[config.mk]
export PLATFORM = sky130hd
export DESIGN_NAME = sum_keyed_exchange_sort
export DESIGN_NICKNAME = d
export VERILOG_FILES = /design/src/sv/sks_pkg.sv /design/src/sv/sks_ctrl.sv /design/src/sv/sks_dp.sv /design/src/sv/sum_keyed_exchange_sort.sv
export SDC_FILE = /design/constraint.sdc
export NUM_CORES = 1
export LEC_CHECK = 0
export BUFFER_PORTS_ARGS = -buffer_cell sky130_fd_sc_hd__clkbuf_2
export CAP_MARGIN = 20
export CORE_MARGIN = 2
export CORE_UTILIZATION = 35
export DETAILED_ROUTE_END_ITERATION = 10
export GPL_TIMING_DRIVEN = 1
export PLACE_DENSITY = 0.58
export SETUP_SLACK_MARGIN = 0.15
export SYNTH_ARGS = -nofsm -noshare
export SYNTH_HDL_FRONTEND = slang
export SYNTH_HIERARCHICAL = 1
export SYNTH_SLANG_ARGS = --single-unit
[constraint.sdc]
create_clock -name clk_i -period 10.25 [get_ports clk_i]
set_clock_uncertainty 0.15 [all_clocks]
set_input_delay 1.025 -clock clk_i [delete_from_list [all_inputs] [get_ports clk_i]]
set_output_delay 1.025 -clock clk_i [all_outputs]
set_load 0.02 [all_outputs]
[src/sv/sks_pkg.sv]
// Package for the sum-keyed exchange sort block.
// Holds sizes, entry layout, controller states and the command/status structs.
// No dependencies.
package sks_pkg;

  localparam int MAX_CANDIDATES = 32;
  localparam int AW             = (MAX_CANDIDATES > 1) ? $clog2(MAX_CANDIDATES) : 1;
  localparam int CNT_W          = $clog2(MAX_CANDIDATES + 1);

  localparam int TAG_W      = 16;
  localparam int SCORE_W    = 8;
  localparam int KEY_W      = 10;
  localparam int ENTRY_W    = TAG_W + KEY_W;
  localparam int IN_DATA_W  = 48;
  localparam int OUT_DATA_W = 32;

  typedef enum logic [2:0] {
    ST_IDLE,
    ST_RD_I,
    ST_LD_I,
    ST_SCAN,
    ST_WR_I,
    ST_EM_RD,
    ST_EM_LD
  } state_e;

  // Commands from controller to datapath, at most one active per cycle
  typedef struct packed {
    logic in_store;
    logic rd_i;
    logic ld_i;
    logic scan;
    logic wr_i;
    logic emit_rd;
    logic emit_ld;
  } cmd_t;

  typedef struct packed {
    logic one_entry;
    logic j_last;
    logic i_done;
    logic k_last;
    logic out_free;
  } sts_t;

endpackage

[src/sv/sks_ctrl.sv]
// Controller for the sum-keyed exchange sort block: load, sort and emit sequencing.
// Depends on sks_pkg for states and the command/status structs.
module sks_ctrl import sks_pkg::*; (
  input  logic   clk_i,
  input  logic   rst_ni,
  input  logic   in_valid_i,
  input  logic   in_last_i,
  output logic   in_ready_o,
  input  sts_t   sts_i,
  output cmd_t   cmd_o
);

  state_e state_q, state_d;

  always_ff @(posedge clk_i or negedge rst_ni) begin
    if (!rst_ni) begin
      state_q <= ST_IDLE;
    end else begin
      state_q <= state_d;
    end
  end

  always_comb begin
    state_d = state_q;
    case (state_q)
      ST_IDLE: begin
        if (in_valid_i && in_last_i) state_d = ST_RD_I;
      end
      ST_RD_I: begin
        state_d = sts_i.one_entry ? ST_EM_RD : ST_LD_I;
      end
      ST_LD_I: state_d = ST_SCAN;
      ST_SCAN: begin
        if (sts_i.j_last) state_d = ST_WR_I;
      end
      ST_WR_I: begin
        state_d = sts_i.i_done ? ST_EM_RD : ST_RD_I;
      end
      ST_EM_RD: state_d = ST_EM_LD;
      ST_EM_LD: begin
        if (sts_i.out_free) state_d = sts_i.k_last ? ST_IDLE : ST_EM_RD;
      end
      default: state_d = ST_IDLE;
    endcase
  end

  always_comb begin
    cmd_o      = '0;
    in_ready_o = 1'b0;
    case (state_q)
      ST_IDLE: begin
        in_ready_o      = 1'b1;
        cmd_o.in_store  = in_valid_i;
      end
      ST_RD_I:  cmd_o.rd_i    = !sts_i.one_entry;
      ST_LD_I:  cmd_o.ld_i    = 1'b1;
      ST_SCAN:  cmd_o.scan    = 1'b1;
      ST_WR_I:  cmd_o.wr_i    = 1'b1;
      ST_EM_RD: cmd_o.emit_rd = 1'b1;
      ST_EM_LD: cmd_o.emit_ld = sts_i.out_free;
      default: begin
        cmd_o      = '0;
        in_ready_o = 1'b0;
      end
    endcase
  end

`ifndef NO_ASSERTIONS
  a_cmd_onehot: assert property (@(posedge clk_i) disable iff (!rst_ni)
    $onehot0(cmd_o))
    else $error("more than one datapath command active");

  a_scan_entry: assert property (@(posedge clk_i) disable iff (!rst_ni)
    (state_q == ST_SCAN) |-> ($past(state_q) == ST_LD_I || $past(state_q) == ST_SCAN))
    else $error("scan entered without loading row register");
`endif

endmodule

[src/sv/sks_dp.sv]
// Datapath for the sum-keyed exchange sort block: entry memory, counters,
// row register with compare/swap, and the output register. Depends on sks_pkg.
module sks_dp import sks_pkg::*; (
  input  logic                  clk_i,
  input  logic                  rst_ni,
  input  cmd_t                  cmd_i,
  output sts_t                  sts_o,
  input  logic [IN_DATA_W-1:0]  in_data_i,
  input  logic                  in_last_i,
  output logic                  out_valid_o,
  input  logic                  out_ready_i,
  output logic [OUT_DATA_W-1:0] out_data_o,
  output logic                  out_last_o,
  output logic                  out_user_o
);

  logic [ENTRY_W-1:0] mem_q [MAX_CANDIDATES];
  logic [ENTRY_W-1:0] rdata_q;
  logic [ENTRY_W-1:0] row_q;

  logic [CNT_W-1:0] count_q, n_q;
  logic             drop_q, list_drop_q;
  logic [AW-1:0]    i_q, j_q, k_q;

  logic               out_valid_q, out_last_q, out_user_q;
  logic [ENTRY_W-1:0] out_entry_q;

  logic               full;
  logic [KEY_W-1:0]   new_key;
  logic [ENTRY_W-1:0] new_entry;
  logic               swap;
  logic               rd_en, wr_en;
  logic [AW-1:0]      rd_addr, wr_addr;
  logic [ENTRY_W-1:0] wr_data;
  logic [CNT_W-1:0]   n_m1;

  assign full    = (count_q == CNT_W'(MAX_CANDIDATES));
  assign new_key = KEY_W'(in_data_i[23:16]) + KEY_W'(in_data_i[31:24])
                 + KEY_W'(in_data_i[39:32]) + KEY_W'(in_data_i[47:40]);
  assign new_entry = {in_data_i[TAG_W-1:0], new_key};
  assign n_m1      = n_q - CNT_W'(1);

  assign sts_o.one_entry = (n_q == CNT_W'(1));
  assign sts_o.j_last    = (CNT_W'(j_q) == n_m1);
  assign sts_o.i_done    = (CNT_W'(i_q) + CNT_W'(2) >= n_q);
  assign sts_o.k_last    = (CNT_W'(k_q) == n_m1);
  assign sts_o.out_free  = !out_valid_q || out_ready_i;

  // Row i moves toward the larger key: swap when it is strictly smaller
  assign swap = cmd_i.scan && (row_q[KEY_W-1:0] < rdata_q[KEY_W-1:0]);

  assign rd_en = cmd_i.rd_i || cmd_i.ld_i || (cmd_i.scan && !sts_o.j_last) || cmd_i.emit_rd;

  always_comb begin
    if (cmd_i.rd_i) begin
      rd_addr = i_q;
    end else if (cmd_i.ld_i) begin
      rd_addr = i_q + AW'(1);
    end else if (cmd_i.scan) begin
      rd_addr = j_q + AW'(1);
    end else begin
      rd_addr = k_q;
    end
  end

  assign wr_en = (cmd_i.in_store && !full) || swap || cmd_i.wr_i;

  always_comb begin
    if (cmd_i.in_store) begin
      wr_addr = count_q[AW-1:0];
      wr_data = new_entry;
    end else if (swap) begin
      wr_addr = j_q;
      wr_data = row_q;
    end else begin
      wr_addr = i_q;
      wr_data = row_q;
    end
  end

  always_ff @(posedge clk_i) begin
    if (wr_en) mem_q[wr_addr] <= wr_data;
    if (rd_en) rdata_q <= mem_q[rd_addr];
  end

  always_ff @(posedge clk_i) begin
    if (cmd_i.ld_i || swap) row_q <= rdata_q;
    if (cmd_i.emit_ld) begin
      out_entry_q <= rdata_q;
      out_last_q  <= sts_o.k_last;
      out_user_q  <= list_drop_q;
    end
  end

  always_ff @(posedge clk_i or negedge rst_ni) begin
    if (!rst_ni) begin
      count_q     <= '0;
      n_q         <= '0;
      drop_q      <= 1'b0;
      list_drop_q <= 1'b0;
      i_q         <= '0;
      j_q         <= '0;
      k_q         <= '0;
      out_valid_q <= 1'b0;
    end else begin
      if (cmd_i.in_store) begin
        if (in_last_i) begin
          n_q         <= full ? count_q : count_q + CNT_W'(1);
          list_drop_q <= drop_q || full;
          count_q     <= '0;
          drop_q      <= 1'b0;
          i_q         <= '0;
          k_q         <= '0;
        end else if (full) begin
          drop_q <= 1'b1;
        end else begin
          count_q <= count_q + CNT_W'(1);
        end
      end
      if (cmd_i.ld_i) j_q <= i_q + AW'(1);
      else if (cmd_i.scan && !sts_o.j_last) j_q <= j_q + AW'(1);
      if (cmd_i.wr_i) i_q <= i_q + AW'(1);
      if (cmd_i.emit_ld) k_q <= k_q + AW'(1);
      if (cmd_i.emit_ld) out_valid_q <= 1'b1;
      else if (out_ready_i) out_valid_q <= 1'b0;
    end
  end

  assign out_valid_o = out_valid_q;
  assign out_data_o  = {{(OUT_DATA_W - ENTRY_W){1'b0}},
                        out_entry_q[KEY_W-1:0], out_entry_q[ENTRY_W-1:KEY_W]};
  assign out_last_o  = out_last_q;
  assign out_user_o  = out_user_q;

`ifndef NO_ASSERTIONS
  a_count_range: assert property (@(posedge clk_i) disable iff (!rst_ni)
    count_q <= CNT_W'(MAX_CANDIDATES))
    else $error("entry count beyond capacity");

  a_no_rw_clash: assert property (@(posedge clk_i) disable iff (!rst_ni)
    !(wr_en && rd_en && (wr_addr == rd_addr)))
    else $error("read and write of the same entry in one cycle");

  a_emit_free: assert property (@(posedge clk_i) disable iff (!rst_ni)
    cmd_i.emit_ld |-> (!out_valid_q || out_ready_i))
    else $error("output register overwritten before transfer");
`endif

endmodule

[src/sv/sum_keyed_exchange_sort.sv]
// Top level of the sum-keyed exchange sort block: collects records, sorts them
// by descending score sum and streams them out. Depends on sks_pkg, sks_ctrl, sks_dp.
//
//  channel  | dir | tdata                               | tlast    | tuser
//  s_axis   | in  | tag, math, physics, chem, priority  | last_in  | -
//  m_axis   | out | sorted_tag, total_key               | last_out | overflowed
//
// Loading takes one cycle per record. A list of n entries is then sorted
// with one compare per cycle while scanning, bound by the single read port
// of the entry memory; each emitted result waits for a free output register.
// No record is taken between the last record of a list and the loading of
// its final result into the output register. rst_ni clears the controller,
// counters and output valid; the entry memory is not cleared.
module sum_keyed_exchange_sort import sks_pkg::*; (
  input  logic                  clk_i,
  input  logic                  rst_ni,
  input  logic                  s_axis_tvalid_i,
  output logic                  s_axis_tready_o,
  // [15:0] candidate_tag, [23:16] math_score, [31:24] physics_score,
  // [39:32] chemistry_score, [47:40] priority_score
  input  logic [IN_DATA_W-1:0]  s_axis_tdata_i,
  input  logic                  s_axis_tlast_i,
  output logic                  m_axis_tvalid_o,
  input  logic                  m_axis_tready_i,
  // [15:0] sorted_tag, [25:16] total_key, [31:26] zero
  output logic [OUT_DATA_W-1:0] m_axis_tdata_o,
  output logic                  m_axis_tlast_o,
  // [0] overflowed
  output logic                  m_axis_tuser_o
);

  cmd_t cmd;
  sts_t sts;

  sks_ctrl u_ctrl (
    .clk_i      (clk_i),
    .rst_ni     (rst_ni),
    .in_valid_i (s_axis_tvalid_i),
    .in_last_i  (s_axis_tlast_i),
    .in_ready_o (s_axis_tready_o),
    .sts_i      (sts),
    .cmd_o      (cmd)
  );

  sks_dp u_dp (
    .clk_i       (clk_i),
    .rst_ni      (rst_ni),
    .cmd_i       (cmd),
    .sts_o       (sts),
    .in_data_i   (s_axis_tdata_i),
    .in_last_i   (s_axis_tlast_i),
    .out_valid_o (m_axis_tvalid_o),
    .out_ready_i (m_axis_tready_i),
    .out_data_o  (m_axis_tdata_o),
    .out_last_o  (m_axis_tlast_o),
    .out_user_o  (m_axis_tuser_o)
  );

endmodule
==> impl_metrics.yaml, run 1 <==
run_status:
  outcome: "completed"
grt:
  grt_pass1_wl_um: 162000
  grt_pass1_vias: 23300
  globalRouteTotalUtil_pct: 18.9
  antenna_found_initial: 1
  grt_max_degree: 165
  gr-total-overflow: 0
timing:
  fin_crit_ns: 5.26
  fin_crit_sh_pct: 51.3
  worst_pin_slew_ns: 1.08
  fin_tns_setup_ns: 0
  setup_viol: 0
  drv_slew: 0
  max_slew_margin_pct: 27.9
  grt_setup_unrepaired: "no"
  setup_ws_ns: 4.99
  max_freq_mhz: 190
  finalHoldViolCount: 0
pwr:
  netSwitchingPower_mw: 1.54
  p_seq_share_pct: 53.6
  p_leak_nw: 13.5
  max-vdd-ir-drop_mv: 0.133
  p_sw_share_pct: 19.8
  p_comb_share_pct: 1.3
  power_mw: 7.78
  power.share.clock_pct: 45.1
  internal-power_mw: 6.24
  p_per_area_nw_per_um2: 174
min_path:
  hp-class: "flip-flop to flip-flop"
routing:
  drc: 0
  drt_first_pass_iters: 6
  routed-via-count: 24400
  wire_per_inst_um: 25.1
  via_per_inst: 5.51
  totalWireLength_um: 111000
  ant_nets: 0
  dr.first_iter.drc_count: 2679
critical_path:
  path_class: "flip-flop to flip-flop"
  startpoint_type: "flip-flop"
  end_kind: "flip-flop"
  critPathArrivalTime_ns: 5.59
  path_max_fanout: 105
  critical_path_required_ns: 10.58
  r2r_setup_slack_ns: 4.99
cts:
  numClockSinks: 945
  clkTransAtPathRegs_ns: 0.06
  hold_buffers: 0
  clockBufferDepth: 3
  worstSkewPairLatency_ns: 0.67
  cts_setup_buffers: 0
  cts_made_buffers: 97
  cts_tree: "yes"
  cts_resized: 0
  h-tree-depth: 3
  cts.root.buffer_cell: "clkbuf_16"
place:
  portBuffers: 82
  dp_worst_setup_slack_ns: 5.01
  hpwl_um: 58400
  place_congestion: 0.786
floorplan:
  io_pins: 89
  dieArea_sq_um: 115000
  core_area_sq_um: 112000
  die_width_um: 339
  start_util_pct: 35.1
  die_h_um: 339
  rows: 123
finish:
  post-route-util_pct: 39.9
  drive_gt1_share_pct: 13.5
  syn2layout_area_growth_pct: 13.4
  final_cell_mix: "edfxtp_1, nand2_1, nand3_1"
  multiInputGateArea_sq_um: 10200
  layout.nets: 2943
  num-fill-cells: 10300
  regArea_sq_um: 28200
  n_antenna_cell: 0
  layout_commonest_cell: "edfxtp_1"
synth:
  ys_seq_area_share_pct: 71.6
  synth_flop_cell: "edfxtp_1"
  synth_cell_types: 86
  yosysWarningCount: 6
  ys_ff_latch: 945
  synthCells: 2783
  syn-cell-area_sq_um: 39400
  synth_edf_count: 912
  ys_async_sr_fraction_pct: 3.49
  synth_area_per_cell_sq_um: 14.2
job:
  cap_violations: 0
synth_stat cells, types with 25 or more instances:
cell | number | area [sq um]
mux2_2 | 25 | 282
ha_1 | 32 | 400
clkbuf_1 | 73 | 274
a21oi_1 | 48 | 240
buf_4 | 26 | 195
o21ai_0 | 27 | 135
dfrtp_1 | 33 | 826
xnor2_1 | 25 | 219
a31oi_1 | 102 | 638
a221oi_1 | 51 | 447
a2111oi_0 | 31 | 272
nand3_1 | 186 | 931
nor2_1 | 41 | 154
and3_1 | 113 | 707
buf_2 | 80 | 400
a211oi_1 | 130 | 976
edfxtp_1 | 912 | 27400
inv_1 | 74 | 278
mux2i_1 | 84 | 841
nand2_1 | 477 | 1790
per-stage QoR:
| step | cell area (sq um) | hold slack (ns) | cells |
|---|---|---|---|
| finish | 44700 | 0.304 | 4419 |
| global route | 44700 | 0.310 | 4419 |
| CTS | 44700 | 0.290 | 4418 |
| detailed placement | 41500 | 0.291 | 4242 |
| global placement | 41500 | 0.280 | 4242 |
| floorplan | 39400 | 0.271 | 2788 |
kinds of logic after synthesis:
| logic type | Yosys count | synth area share, % |
|---|---|---|
| AOI/OAI and AO/OA | 475 | 9.00 |
| and+or+nand+nor | 901 | 10.6 |
| DFF | 945 | 71.6 |
| xor gates and xnor gates | 34 | 0.756 |
| other | 1 | 0.00952 |
| buffers and inverters | 270 | 3.29 |
| muxes | 109 | 2.85 |
| adders and majority gates | 48 | 1.83 |
critical path, cell delays in order (launching register included):
cell and delay, ns:
dfrtp_1 0.62, nand2_1 0.18, nor2_1 0.66, mux2i_1 0.21
a211o_4 0.63, nand2_8 0.68, buf_4 0.84, a211oi_1 0.17
a2111oi_0 0.48, a221oi_1 0.14, o2111ai_1 0.23
state kept, by name, indices dropped and copies added (netlist names):
signal and cells:
u_dp/row_q 26, u_dp/mem_q 832, u_dp/rdata_q 26, u_dp/out_last_o 1
u_dp/k_q 5, u_dp/out_user_o 1, u_dp/i_q 5, u_dp/drop_q 1
u_dp/j_q 5, u_dp/out_entry_q 26, u_dp/n_q 6, u_ctrl/state_q 3
u_dp/count_q 6, u_dp/list_drop_q 1, u_dp/out_valid_o 1
worst paths after layout:
check	start	endpoint	depth (start not counted)
max	u_ctrl/state_q[0]	u_dp/rdata_q[19]	10
min	u_dp/rdata_q[23]	u_dp/row_q[23]	0
max reg2reg	u_ctrl/state_q[0]	u_dp/rdata_q[19]	10
min reg2reg	u_dp/rdata_q[23]	u_dp/row_q[23]	0
max in group asynchronous	rst_ni	u_dp/i_q[0]	1
min in group asynchronous	rst_ni	u_dp/out_valid_o	1
power by group through the flow:
stage,Sequential (mW),Clock [mW],Combinational (mW)
3_5_place_dp,4.25,0,0.105
6_report,4.17,3.51,0.104
4_1_cts,4.17,3.55,0.106
2_1_floorplan,4.25,0,0.0695
5_1_grt,4.17,3.70,0.117
3_3_place_gp,4.25,0,0.105
routing by layer:
layer,wire length (um),global-route usage (%)
met3,8350,2.81
met4,2510,4.53
met1,47400,26.3
met2,52800,31.1
met5,0,0
cell type report:
cell class | instances | share of cell area, %
multi-input combinational | 1573 | 22.9
sequential | 945 | 63.2
timing repair buffer | 150 | 2.11
clock inverter | 61 | 1.37
tap | 1500 | 4.20
clock buffer | 115 | 5.63
inverter | 75 | 0.630
(Power assumes the default switching activity.)
==> run 2, diff against run 1 <==
Settings changed: ABC_AREA set to 1, PLACE_DENSITY 0.58 to 0.59.
Clock period 10.25 ns to 4.3 ns, I/O delays scaled along.
==> impl_metrics.yaml, run 2 <==
run_status:
  outcome: "completed"
grt:
  grt_max_degree: 136
  grt_pass1_wl_um: 176000
  gr-total-overflow: 0
  globalRouteTotalUtil_pct: 18.4
  grt_pass1_vias: 27800
  antenna_found_initial: 0
timing:
  finalHoldViolCount: 0
  fin_crit_sh_pct: 85.2
  setup_ws_ns: 0.637
  fin_crit_ns: 3.66
  fin_tns_setup_ns: 0
  max_slew_margin_pct: 24.7
  timing.hold.ws_ns: 0.0524
  worst_pin_slew_ns: 1.13
  drv_slew: 0
  setup_viol: 0
  grt_setup_unrepaired: "no"
  max_freq_mhz: 273
synth:
  syn-cell-area_sq_um: 42600
  post-synth-top-area-cell: "edfxtp_1"
  synth_edf_count: 912
  synth_flop_cell: "edfxtp_1"
  synthCells: 4035
  ys_async_sr_fraction_pct: 3.49
  netlist_top_cells_count: "nand2_1, nand3_1, edfxtp_1"
  ys_seq_area_share_pct: 66.2
  synth_most_common_cell: "nand2_1"
  synth.area.top_cells: "edfxtp_1, nand3_1, nand2_1"
  yosysWarningCount: 6
  ys_ff_latch: 945
  synth_area_per_cell_sq_um: 10.6
  yosysTopAreaCellShare_pct: 64.3
  synth_cell_types: 41
pwr:
  power_mw: 18.3
  p_leak_nw: 18.5
  p_comb_share_pct: 1.3
  power.share.clock_pct: 44.4
  max-vdd-ir-drop_mv: 0.310
  p_per_area_nw_per_um2: 372
  p_seq_share_pct: 54.3
  p_sw_share_pct: 20.2
  netSwitchingPower_mw: 3.70
  internal-power_mw: 14.6
place:
  portBuffers: 82
  hpwl_um: 67000
  placed_cell_area_sq_um: 46000
  place_congestion: 0.847
  dp_worst_setup_slack_ns: 0.462
  placed_cells: 5652
cts:
  cts_setup_buffers: 0
  cts_tree: "yes"
  h-tree-depth: 3
  clkTransAtPathRegs_ns: 0.06
  numClockSinks: 945
  clockBufferDepth: 3
  cts_resized: 0
  cts_made_buffers: 97
  worstSkewPairLatency_ns: 0.67
  cts.root.buffer_cell: "clkbuf_16"
routing:
  totalWireLength_um: 116000
  drt_first_pass_iters: 8
  routed-via-count: 29100
  ant_nets: 0
  via_per_inst: 4.98
  drc: 0
  wire_per_inst_um: 19.9
  dr.first_iter.drc_count: 2968
floorplan:
  rows: 128
  io_pins: 89
  dieArea_sq_um: 125000
  start_util_pct: 35.1
  core_area_sq_um: 121000
  die_h_um: 353
  die_width_um: 353
finish:
  instances_no_fill: 5836
  regMostFlops: "u_dp/mem_q"
  layout.nets: 4230
  n_antenna_cell: 0
  drive_gt1_share_pct: 10.3
  final_cell_area_sq_um: 49100
  largest_register_ff_count: 832
  final_cell_mix: "nand2_1, nand3_1, edfxtp_1"
  layout_commonest_cell: "nand2_1"
  post-route-util_pct: 40.5
  syn2layout_area_growth_pct: 15.3
critical_path:
  critical_path_required_ns: 4.55
  path_max_fanout: 46
  end_kind: "flip-flop"
  path_class: "flip-flop to flip-flop"
  critPathArrivalTime_ns: 3.91
  startpoint_type: "flip-flop"
job:
  cap_violations: 0
min_path:
  hp-class: "input port to flip-flop"
[run 2: cell count changes in the layout (fill, tap and decap cells not counted), sizes merged, moves of 78 or more]
| cell | before | now |
|---|---|---|
| nand3 | 187 | 931 |
| nand2 | 480 | 991 |
| inv | 80 | 563 |
| a211oi | 134 | 1 |
| nand3b | 6 | 132 |
| and3 | 113 | 1 |
| a31oi | 102 | 3 |
| mux2i | 84 | 0 |
| buf | 67 | 145 |
[run 2: logic make-up after synthesis]
kind of cell | share of synthesized area (%)
compound gates | 0.872
xor+xnor | 0.350
fa+ha+maj | 1.69
buf+inv | 7.71
flops | 66.2
other cells | 0.00880
simple gates | 23.1
[run 2: critical path, stage by stage, from the launching register on]
cell and delay [ns]:
dfrtp_1 0.38, inv_1 0.16, ha_1 0.17, nand2_1 0.05
nor3_1 0.32, nor3_2 0.16, nor2_1 0.21, nand2_4 0.25
nand2_4 0.24, buf_12 0.21, buf_12 0.26, nand2_1 0.08
nand3_1 0.09, nand3_1 0.08, nand3_1 0.13, nand2_1 0.16
nand2_1 0.11, nand2_1 0.13
[run 2: worst paths after layout]
path | from | endpoint | slack (ns) | cells after the start
max reg2reg | u_dp/n_q[1] | u_dp/rdata_q[5] | 0.64 | 17
max in group asynchronous | rst_ni | u_dp/i_q[2] | 3.16 | 2
max | u_dp/n_q[1] | u_dp/rdata_q[5] | 0.64 | 17
min | s_axis_tlast_i | u_dp/count_q[1] | 0.05 | 3
min in group asynchronous | rst_ni | u_dp/k_q[2] | 0.28 | 2
min reg2reg | u_dp/rdata_q[22] | u_dp/row_q[22] | 0.30 | 0
[run 2: per-layer routing]
layer	share of wire (%)	track usage, %	vias up
met5	0	0	-
met4	2.0	4.93	0
met3	6.0	2.34	153
met2	48	30.8	959
met1	44	25.2	14200
li1	-	-	13700
[run 2: power by group through the flow]
stage,clock [mW],sequential [mW],combinational (mW)
global route,8.66,9.93,0.270
global placement,0,10.1,0.232
CTS,8.29,9.94,0.234
finish,8.13,9.94,0.230
detailed placement,0,10.1,0.230
floorplan,0,10.1,0.158
[run 2: repair_timing]
item                                    in CTS  in global routing
endpoints found under the setup margin       0                  0
hold buffers                                 2                  0
endpoints found under the hold margin       34                  0
[run 2: cell type report]
class                   instances  area (sq um)
fillers                     11500         72100
flip-flops and latches        945         28200
multi-input cells            2295         11500
clock buffers                 116          2520
repair buffers                229          2250
inverters                     561          2110
well taps                    1625          2030
clock inverters                65           538
